File: config.mk
export PLATFORM = sky130hd
export DESIGN_NAME = cmf_median_lane
export DESIGN_NICKNAME = d
export VERILOG_FILES = /design/src/hw/rtl/cmf_pkg.sv /design/src/hw/rtl/cmf_median_lane.sv
export SDC_FILE = /design/constraint.sdc
export NUM_CORES = 1
export LEC_CHECK = 0
export BUFFER_PORTS_ARGS = -buffer_cell sky130_fd_sc_hd__buf_2
export CELL_PAD_IN_SITES_DETAIL_PLACEMENT = 1
export CELL_PAD_IN_SITES_GLOBAL_PLACEMENT = 1
export CORE_MARGIN = 5
export CORE_UTILIZATION = 30
export DETAILED_ROUTE_END_ITERATION = 12
export PLACE_DENSITY = 0.7
export REMOVE_ABC_BUFFERS = 1
export SLEW_MARGIN = 20
export SYNTH_ARGS = -nofsm -noshare
export SYNTH_HDL_FRONTEND = slang
export SYNTH_SLANG_ARGS = --single-unit
File: constraint.sdc
create_clock -name vclk -period 9
set_input_delay 0.45 -clock vclk [all_inputs]
set_output_delay 0.45 -clock vclk [all_outputs]
set_load 0.01 [all_outputs]
File: src/hw/rtl/cmf_pkg.sv
// ----------------------------------------------------------------------------
// cmf_pkg
// Shared types and constants of the cross median filter: channel and pixel
// widths, register indexes, command codes and the five-point window.
// ----------------------------------------------------------------------------
package cmf_pkg;

   localparam int CHAN_W      = 8;
   localparam int NUM_CHAN    = 3;
   localparam int PIX_W       = CHAN_W * NUM_CHAN;
   localparam int CSR_IDX_W   = 2;
   localparam int CSR_DATA_W  = 16;
   localparam int WIDTH_CFG_W = 11;
   localparam int HEIGHT_W    = 16;

   localparam logic [CSR_IDX_W-1:0] CSR_IMAGE_WIDTH  = 2'd0;
   localparam logic [CSR_IDX_W-1:0] CSR_IMAGE_HEIGHT = 2'd1;
   localparam logic [CSR_IDX_W-1:0] CSR_COLOR_MODE   = 2'd2;

   localparam logic [WIDTH_CFG_W-1:0] WIDTH_RESET  = 11'd1024;
   localparam logic [HEIGHT_W-1:0]    HEIGHT_RESET = 16'd1;
   localparam logic                   COLOR_RESET  = 1'b1;

   localparam logic CMD_PIXEL = 1'b0;
   localparam logic CMD_DRAIN = 1'b1;

   typedef logic [CHAN_W-1:0] chan_type;
   typedef logic [PIX_W-1:0]  pixel_type;

   typedef struct packed {
      chan_type up;
      chan_type left;
      chan_type center;
      chan_type right;
      chan_type down;
   } cross_type;

endpackage

File: src/hw/rtl/cmf_median_lane.sv
// ----------------------------------------------------------------------------
// cmf_median_lane
// Median of the five values of one channel's cross window, built as a
// fixed compare network.
// ----------------------------------------------------------------------------
module cmf_median_lane (
   input  cmf_pkg::cross_type win,
   output cmf_pkg::chan_type  median
);

   cmf_pkg::chan_type lo1, hi1, lo2, hi2;
   cmf_pkg::chan_type x_val, p_lo, p_hi, lo3, hi3;

   always_comb begin
      lo1 = (win.up < win.left) ? win.up : win.left;
      hi1 = (win.up < win.left) ? win.left : win.up;
      lo2 = (win.center < win.right) ? win.center : win.right;
      hi2 = (win.center < win.right) ? win.right : win.center;
      // drop the smallest of the four, it lies below the median
      if (lo1 < lo2) begin
         x_val = hi1;
         p_lo  = lo2;
         p_hi  = hi2;
      end else begin
         x_val = hi2;
         p_lo  = lo1;
         p_hi  = hi1;
      end
      lo3 = (x_val < win.down) ? x_val : win.down;
      hi3 = (x_val < win.down) ? win.down : x_val;
      if (p_lo < lo3) begin
         median = (lo3 < p_hi) ? lo3 : p_hi;
      end else begin
         median = (p_lo < hi3) ? p_lo : hi3;
      end
   end

endmodule

==> qor.csv, run 1 <==
metric,value,unit
CLK BUF,0,
Port Buf Inserts,48,
"Worst Path Class, Setup",in -> out,
Worst setup SP type,input port,
drt pass-1 iters,4,
Post-CTS Setup Inserts,0,
gr usage total,15.4,%
wire per inst,16.1,µm
GR Overflow Total,0,
share of cells above drive strength 1,21.3,%
hold slack,1.50,ns
Starting Density,30.5,%
# diodes,0,
worst min-delay path class,in -> out,
CP max stage delay,0.55,ns
core area,0.00813,mm²
Mapped Area,0.00248,mm²
final period utilization,91.8,%
Tightest Pin Transition,0.674,ns
initial drt markers,49,
die area,0.0102,mm²
Cells after Synth,336,
# DRC,0,
required time at the worst-slack endpoint,8.55,ns
Post-Route WL,7810,µm
crit path time final,8.26,ns
drt via density,5.34,
cell area after layout,0.00288,mm²
RSZ-0062 raised after global routing,false,
initial antenna violation count,0,
Critical Path AT,7.81,ns
Placed Area,0.00287,mm²
Row Count,33,
distinct cell type count after synthesis,43,
sequential cell area,0,µm²
P_leak,0.00157,µW
Final nets,472,
CP max FO,29,
fillers,1052,
Ports,48,
Seq Cell Count,0,
max-slew violations,0,
"Seq/Total Area, Yosys",0,%
DRT antenna net count,0,
Die Span X,101,µm
status,"finished, final reports clean",
Critical Path Source,win[9],
Mean Syn Cell Area,7.38,µm²
cell family with most CP delay,compound AO/OA/AOI/OAI gates,
Final Hold Viols,0,
Syn-to-layout area delta,15.9,%
Slowest cell on crit path,o31a_1,
RePlAce Congestion,0.929,
CP dominant cell by count,a21oi_1,
pin count of the biggest net entering global routing,30,
Detail Placement HPWL,7010,µm
Power Density,244,mW/mm²
chip height,101,µm
Peak Freq,0.121,GHz
critical path endpoint,median[3],
setup violators final,0,
Crit path depth,31,
Synthesis Warnings,0,
crit path buf inv count,5,
number of global-route vias before repair,2728,
first-pass GRT wire length,13100,µm
relative max-transition margin,54.8,%
VDD IR-drop max,0.177,mV
via count,2593,
CP Capture Type,output pin,
maxcap violations,0,
-- power by group --
part           switching [µW]  total (µW)  internal, µW
Clock                       0           0             0
Sequential                  0           0             0
Combinational             394         700           306
Total                     394         700           306
-- through the flow --
stage / setup slack (ns) / total power, µW / TNS [ns] / utilization [%] / std cells
4_1_cts: 0.519 / 703 / 0 / 35.2 / 486
6_report: 0.738 / 700 / 0 / 35.3 / 486
2_1_floorplan: -0.00500 / 498 / -0.00500 / - / 327
3_5_place_dp: 0.556 / 700 / 0 / 35.2 / 486
5_1_grt: 0.0543 / 783 / 0 / 35.3 / 486
3_3_place_gp: 0.808 / 675 / 0 / 35.2 / 486
-- cell type report --
| type | count | area [µm²] | share of cell area (%) |
|---|---|---|---|
| Multi-Input combinational cell | 279 | 2270 | 79.1 |
| Inverter | 48 | 180 | 6.27 |
| Tap cell | 105 | 131 | 4.57 |
| Timing Repair Buffer | 54 | 289 | 10.1 |
-- layer usage --
metal | track usage (%) | up-vias | routed length, µm | part of all wire [%]
met5 | 0 | - | 0 | 0
met4 | 2.35 | 0 | 111 | 1.4
met3 | 0.969 | 9 | 364 | 4.7
met2 | 27.4 | 59 | 3770 | 48
met1 | 20.7 | 1200 | 3560 | 46
li1 | - | 1325 | - | -
-- how the worst min path moves through the flow --
stage	startpoint	to	slack [ns]	cells after the start
floorplan	win[1]	median[1]	1.32	3
global placement	win[1]	median[1]	1.52	5
detailed placement	win[2]	median[2]	1.50	5
CTS	win[2]	median[2]	1.50	5
global route	win[2]	median[2]	1.53	5
finish	win[2]	median[2]	1.50	5
-- kinds of logic after synthesis --
logic type                 Yosys count  synth area share, %
buffers and inverters               57                 8.77
adders and majority gates           49                 24.7
and+or+nand+nor                     75                 14.5
muxes                               70                 29.2
AOI/OAI and AO/OA                   85                 22.7
-- cells in the final DEF, fill, tap and decap left out, types with 5 or more instances in the layout --
cell type / n
a21oi_1: 31
o21ai_0: 17
mux2_2: 16
buf_2: 48
buf_4: 5
mux2i_1: 53
nor2_1: 22
nand2_1: 18
nor3_1: 9
nand4_1: 5
ha_1: 49
inv_1: 48
-- cell usage after synthesis, types with 2 or more instances --
cell      number  area, µm²
nor3_1         9       45.0
a21oi_1       32        160
nand4_1        5       31.3
a41oi_1        2       17.5
a2111o_1       3       33.8
and4_1         2       17.5
mux2_2        16        180
nand2_1       18       67.6
o21a_1         4       30.0
a211o_1        3       26.3
a211oi_1       4       30.0
nand2b_1       2       12.5
inv_1         48        180
nor2_1        23       86.3
o21ai_0       17       85.1
a21oi_2        2       17.5
buf_2          3       15.0
mux2i_1       53        531
and3_1         3       18.8
nand3_1        5       25.0
o31a_1         2       17.5
nor2b_1        3       18.8
and2_1         2       12.5
a21o_1         3       22.5
ha_1          49        613
clkbuf_1       6       22.5
-- repair_timing --
action / 4_1_cts / 5_1_grt
setup endpoints to repair: 0 / 8
resized for setup: 0 / 2
hold buffers: 0 / 0
hold endpoints to repair: 0 / 0
Power figures use the tool's default switching activity.
==> run 2: changes to the inputs <==
--- a/config.mk
+++ b/config.mk
@@ -5,13 +5,14 @@
 export SDC_FILE = /design/constraint.sdc
 export NUM_CORES = 1
 export LEC_CHECK = 0
+export ABC_AREA = 1
 export BUFFER_PORTS_ARGS = -buffer_cell sky130_fd_sc_hd__buf_2
 export CELL_PAD_IN_SITES_DETAIL_PLACEMENT = 1
 export CELL_PAD_IN_SITES_GLOBAL_PLACEMENT = 1
 export CORE_MARGIN = 5
 export CORE_UTILIZATION = 30
 export DETAILED_ROUTE_END_ITERATION = 12
-export PLACE_DENSITY = 0.7
+export PLACE_DENSITY = 0.75
 export REMOVE_ABC_BUFFERS = 1
 export SLEW_MARGIN = 20
 export SYNTH_ARGS = -nofsm -noshare
==> run 2 against run 1 <==
Net effect: total power grew 16%; routed wire length shrank 4.3%; final cell count grew 20%; combinational power grew 16%.
==> qor.csv, run 2 <==
metric,value,unit,change
maxcap violations,0,,unchanged
status,"finished, final reports clean",,
GR Overflow Total,0,,unchanged
CP Capture Type,output pin,,
Final Hold Viols,0,,unchanged
sequential cell area,0,µm²,unchanged
Die Span X,99.0,µm,-1.9%
"Seq/Total Area, Yosys",0,%,unchanged
Power Density,302,mW/mm²,+24%
DRT antenna net count,0,,unchanged
Detail Placement HPWL,6750,µm,-3.7%
via count,2876,,+11%
final worst setup slack,1.70,ns,+0.962 ns
required time at the worst-slack endpoint,8.55,ns,about the same
VDD IR-drop max,0.0735,mV,-58%
share of cells above drive strength 1,14.8,%,-6.5 points
setup TNS,0,ns,unchanged
Port Buf Inserts,48,,unchanged
top post-synthesis cells by count,"nand2_1 (148), inv_1 (63), ha_1 (49)",,
share of the synthesized area in the top cell type,25.8,%,+1.1 points
hold depth,6,,+1
chip height,99.0,µm,-1.9%
distinct cell type count after synthesis,23,,-47%
top post-synthesis cells by area,"ha_1 (26%), nand2_1 (23%), inv_1 (9.9%)",,
Slowest cell on crit path,a211oi_2,,
# diodes,0,,unchanged
Peak Freq,0.137,GHz,+13%
hold-fix buffers at CTS,0,,unchanged
drt pass-1 iters,4,,unchanged
Post-CTS Setup Inserts,0,,unchanged
initial drt markers,46,,-6.1%
Critical Path AT,6.85,ns,-0.96 ns
Min-Delay Endpoint,median[5],,
Worst setup SP type,input port,,
Seq Cell Count,0,,unchanged
initial antenna violation count,0,,unchanged
Tightest Pin Transition,0.736,ns,+0.0621 ns
Syn-to-layout area delta,13.1,%,
relative max-transition margin,50.9,%,-3.9 points
"commonest cells after routing, fill and taps aside","nand2_1 (148), inv_1 (63), ha_1 (49)",,
max-slew violations,0,,unchanged
Post-Route WL,7480,µm,-4.3%
P_leak,0.00158,µW,+0.94%
cell taking the most area after synthesis,ha_1,,
CLK BUF,0,,unchanged
setup violators final,0,,unchanged
worst min-delay path class,in -> out,,
Cells after Synth,445,,+32%
"Worst Path Class, Setup",in -> out,,
crit path time final,7.30,ns,-0.962 ns
"commonest non-fill, non-tap cell in the layout",nand2_1,,
Ports,48,,unchanged
Synthesis Warnings,0,,unchanged
number of global-route vias before repair,2870,,+5.2%
core area,0.00773,mm²,-5.0%
Final Power,812,µW,+16%
first-pass GRT wire length,12700,µm,-3.1%
pre-CTS setup slack,1.33,ns,+0.774 ns
wire per inst,12.8,µm,-20%
post_cts resized,0,,unchanged
CP dominant cell by count,nand2_1,,
drt via density,4.94,,-7.4%
final period utilization,81.1,%,-11 points
Row Count,32,,-3.0%
die area,0.00981,mm²,-3.7%
Mapped Area,0.00238,mm²,-4.1%
Critical Path Source,win[11],,
gr usage total,15.0,%,-0.41 points
CP max stage delay,0.52,ns,-0.03 ns
worst hold start,win[5],,
Final nets,571,,+21%
pin count of the biggest net entering global routing,47,,+57%
most instantiated library cell after synthesis,nand2_1,,
Mean Syn Cell Area,5.35,µm²,-28%
# DRC,0,,unchanged
CP max FO,46,,+59%
Starting Density,30.8,%,+0.28 points
RSZ-0062 raised after global routing,false,,
RePlAce Congestion,0.854,,-8.0%
[run 2: changes by cell type in the layout (fill, tap and decap cells not counted), moves of 6 or more]
cell,previous run,this run
inv_1,48,63
mux2_2,16,0
mux2i_1,53,0
nand2_1,18,148
nand2_2,0,6
nand3_1,4,42
nor3_1,9,0
o21ai_0,17,47
o21ai_1,1,8
[run 2: worst max path at each step]
stage | end | slack, ns | cells past startpoint
final | median[2] | 1.70 | 30
after global routing | median[4] | 0.93 | 29
after CTS | median[4] | 1.32 | 30
after detailed placement | median[4] | 1.33 | 30
after global placement | median[4] | 1.64 | 30
after floorplan | median[0] | 2.63 | 27
[run 2: cell type report]
type	count	area [µm²]
inverters	68	255
multi-input cells	364	2070
well taps	102	128
repair buffers	48	240
fillers	1102	5040
[run 2: cell families after synthesis]
family | count (synthesis) | synth area share (%)
adder cells (fa/ha/maj) | 49 | 25.8
AND/OR/NAND/NOR | 224 | 40.1
buffers and inverters | 81 | 13.3
AO/OA/AOI/OAI | 91 | 20.8
[run 2: per-layer routing]
layer,share of wire [%],track usage [%]
met5,0,0
met4,1.6,2.10
met3,2.3,0.495
met2,47,27.0
met1,49,20.3
[run 2: critical path: cells and delay by family]
kind	cells	cell delay (ns)
compound gates	8	2.76
buf+inv	4	0.33
fa+ha+maj	4	1.25
simple gates	14	2.00
[run 2: stage by stage]
| step | hold slack (ns) | std cells | util (%) | cell area (µm²) |
|---|---|---|---|---|
| 2_1_floorplan | 1.18 | 432 | - | 2320 |
| 3_3_place_gp | 1.42 | 582 | 34.7 | 2690 |
| 3_5_place_dp | 1.44 | 582 | 34.7 | 2690 |
| 4_1_cts | 1.44 | 582 | 34.7 | 2690 |
| 5_1_grt | 1.48 | 582 | 34.8 | 2690 |
| 6_report | 1.44 | 582 | 34.8 | 2690 |
[run 2: report_power, final]
group          internal, µW  leakage [µW]  switching (µW)
registers                 0             0               0
clock network             0             0               0
logic                   286       0.00158             525
==> run 3: changes to the inputs <==
--- a/config.mk
+++ b/config.mk
@@ -5,14 +5,14 @@
 export SDC_FILE = /design/constraint.sdc
 export NUM_CORES = 1
 export LEC_CHECK = 0
-export ABC_AREA = 1
+export ABC_AREA = 0
 export BUFFER_PORTS_ARGS = -buffer_cell sky130_fd_sc_hd__buf_2
 export CELL_PAD_IN_SITES_DETAIL_PLACEMENT = 1
 export CELL_PAD_IN_SITES_GLOBAL_PLACEMENT = 1
 export CORE_MARGIN = 5
 export CORE_UTILIZATION = 30
 export DETAILED_ROUTE_END_ITERATION = 12
-export PLACE_DENSITY = 0.75
+export PLACE_DENSITY = 0.72
 export REMOVE_ABC_BUFFERS = 1
 export SLEW_MARGIN = 20
 export SYNTH_ARGS = -nofsm -noshare
==> constraint.sdc (replaced) <==
create_clock -name vclk -period 6.3
set_input_delay 0.315 -clock vclk [all_inputs]
set_output_delay 0.315 -clock vclk [all_outputs]
set_load 0.01 [all_outputs]
==> run 3 against run 2 <==
Net effect: the flow now finishes with violations (negative setup slack); largest cell class unchanged; global-route usage rose by 5.7 points; setup slack lost 2.6 ns; critical endpoint is now median[6]; critical path depth increased by 5; clock-buffer cell count unchanged; sequential cell count unchanged.
==> qor.csv, run 3 (synthesis gave the netlist of run 1 again) <==
metric,value,unit,change
# DRC,0,,unchanged
Critical Path AT,6.84,ns,about the same
P_leak,0.00221,µW,+40%
VDD IR-drop max,0.248,mV,+240%
violations in the final reports,negative setup slack,,
Detail Placement HPWL,8370,µm,+24%
fin cells,607,,+4.3%
die area,0.0102,mm²,+3.9%
Port Buf Inserts,48,,unchanged
CP max stage delay,0.48,ns,-0.04 ns
"Worst Path Class, Setup",in -> out,,
"commonest cells after routing, fill and taps aside","buf_4 (112), mux2i_1 (46), buf_2 (45)",,
number of global-route vias before repair,3541,,+23%
chip height,101,µm,+1.9%
wire per inst,21.8,µm,+70%
Tightest Pin Transition,0.519,ns,-0.217 ns
RSZ-0062 raised after global routing,true,,
Seq Cell Count,0,,unchanged
Peak Freq,0.140,GHz,
Starting Density,30.5,%,-0.28 points
relative max-transition margin,64.4,%,+14 points
drt via density,5.61,,+14%
GR Overflow Total,0,,unchanged
Ports,48,,unchanged
pin count of the biggest net entering global routing,11,,-77%
required time at the worst-slack endpoint,5.98,ns,-2.57 ns
setup TNS,-6.55,ns,-6.55 ns
Row Count,33,,+3.1%
initial drt markers,132,,+190%
# diodes,0,,unchanged
CP max FO,7,,-85%
hold slack,1.25,ns,-0.191 ns
crit path time final,7.16,ns,
final worst setup slack,-0.857,ns,-2.56 ns
CP Capture Type,output pin,,
max-slew violations,0,,unchanged
RePlAce Congestion,0.954,,+12%
setup violators final,8,,+8
Syn-to-layout area delta,74.2,%,
Post-Route WL,13200,µm,+77%
maxcap violations,0,,unchanged
placed cells,575,,-1.2%
hold-fix buffers at CTS,0,,unchanged
core area,0.00813,mm²,+5.3%
Slowest cell on crit path,a2111o_1,,
worst min-delay path class,in -> out,,
drt pass-1 iters,4,,unchanged
status,"complete, but fails checks",,
DRT antenna net count,0,,unchanged
first-pass GRT wire length,17100,µm,+35%
sequential cell area,0,µm²,unchanged
Final Hold Viols,0,,unchanged
Worst setup SP type,input port,,
final period utilization,114,%,
Die Span X,101,µm,+1.9%
Final nets,593,,+3.9%
Power Density,348,mW/mm²,+15%
share of cells above drive strength 1,53.4,%,+39 points
CP dominant cell by count,buf_6,,
"commonest non-fill, non-tap cell in the layout",buf_4,,
gr usage total,20.8,%,+5.7 points
via count,3408,,+18%
CLK BUF,0,,unchanged
initial antenna violation count,0,,unchanged
-- run 3: cell count changes in the layout (fill, tap and decap cells not counted), moves of 20 or more --
cell     previous run  this run
mux2i_1             0        46
o21ai_0            47         6
inv_1              63        43
buf_4               0       112
nand2_1           148        16
nand3_1            42         3
-- run 3: metal layers --
layer	part of all wire (%)	global-route usage [%]	vias to the layer above	wire (µm)
li1	-	-	1563	-
met1	40	24.1	1684	5330
met2	52	40.1	109	6950
met3	3.0	0.969	52	392
met4	4.3	6.95	0	573
met5	0	0	-	0
-- run 3: what timing repair did --
item / in CTS / in global routing
buffers inserted: 21 / 11
resized for setup: 60 / 60
endpoints found under the setup margin: 8 / 8
pin swaps: 25 / 27
-- run 3: worst max-delay path, delay by kind of cell --
kind | cells | cell delay, ns
AO/OA/AOI/OAI | 9 | 2.09
adder cells (fa/ha/maj) | 4 | 0.91
buffers and inverters | 10 | 1.26
multiplexers | 4 | 0.89
AND/OR/NAND/NOR | 8 | 1.32
-- run 3: area by class of cell --
class | instances | area, µm²
well taps | 105 | 131
inverters | 48 | 188
multi-input cells | 279 | 2720
fillers | 991 | 3810
repair buffers | 175 | 1280
-- run 3: final timing paths --
path / depth (start not counted) / to / startpoint / slack [ns]
setup / recovery: 35 / median[6] / win[9] / -0.86
hold / removal: 5 / median[2] / win[2] / 1.25
-- run 3: stage by stage --
step	area, µm²	util (%)	setup slack (ns)	total power, µW
after floorplan	2440	-	-2.44	711
after global placement	3550	43.6	-0.824	1150
after detailed placement	3550	43.6	-0.990	1200
after CTS	3940	48.4	-0.463	1310
after global routing	4320	53.1	-1.15	1610
final	4320	53.1	-0.857	1510
-- run 3: power by group --
group	internal, µW	total [µW]	switching (µW)
combinational	734	1510	772
clock	0	0	0
sequential	0	0	0
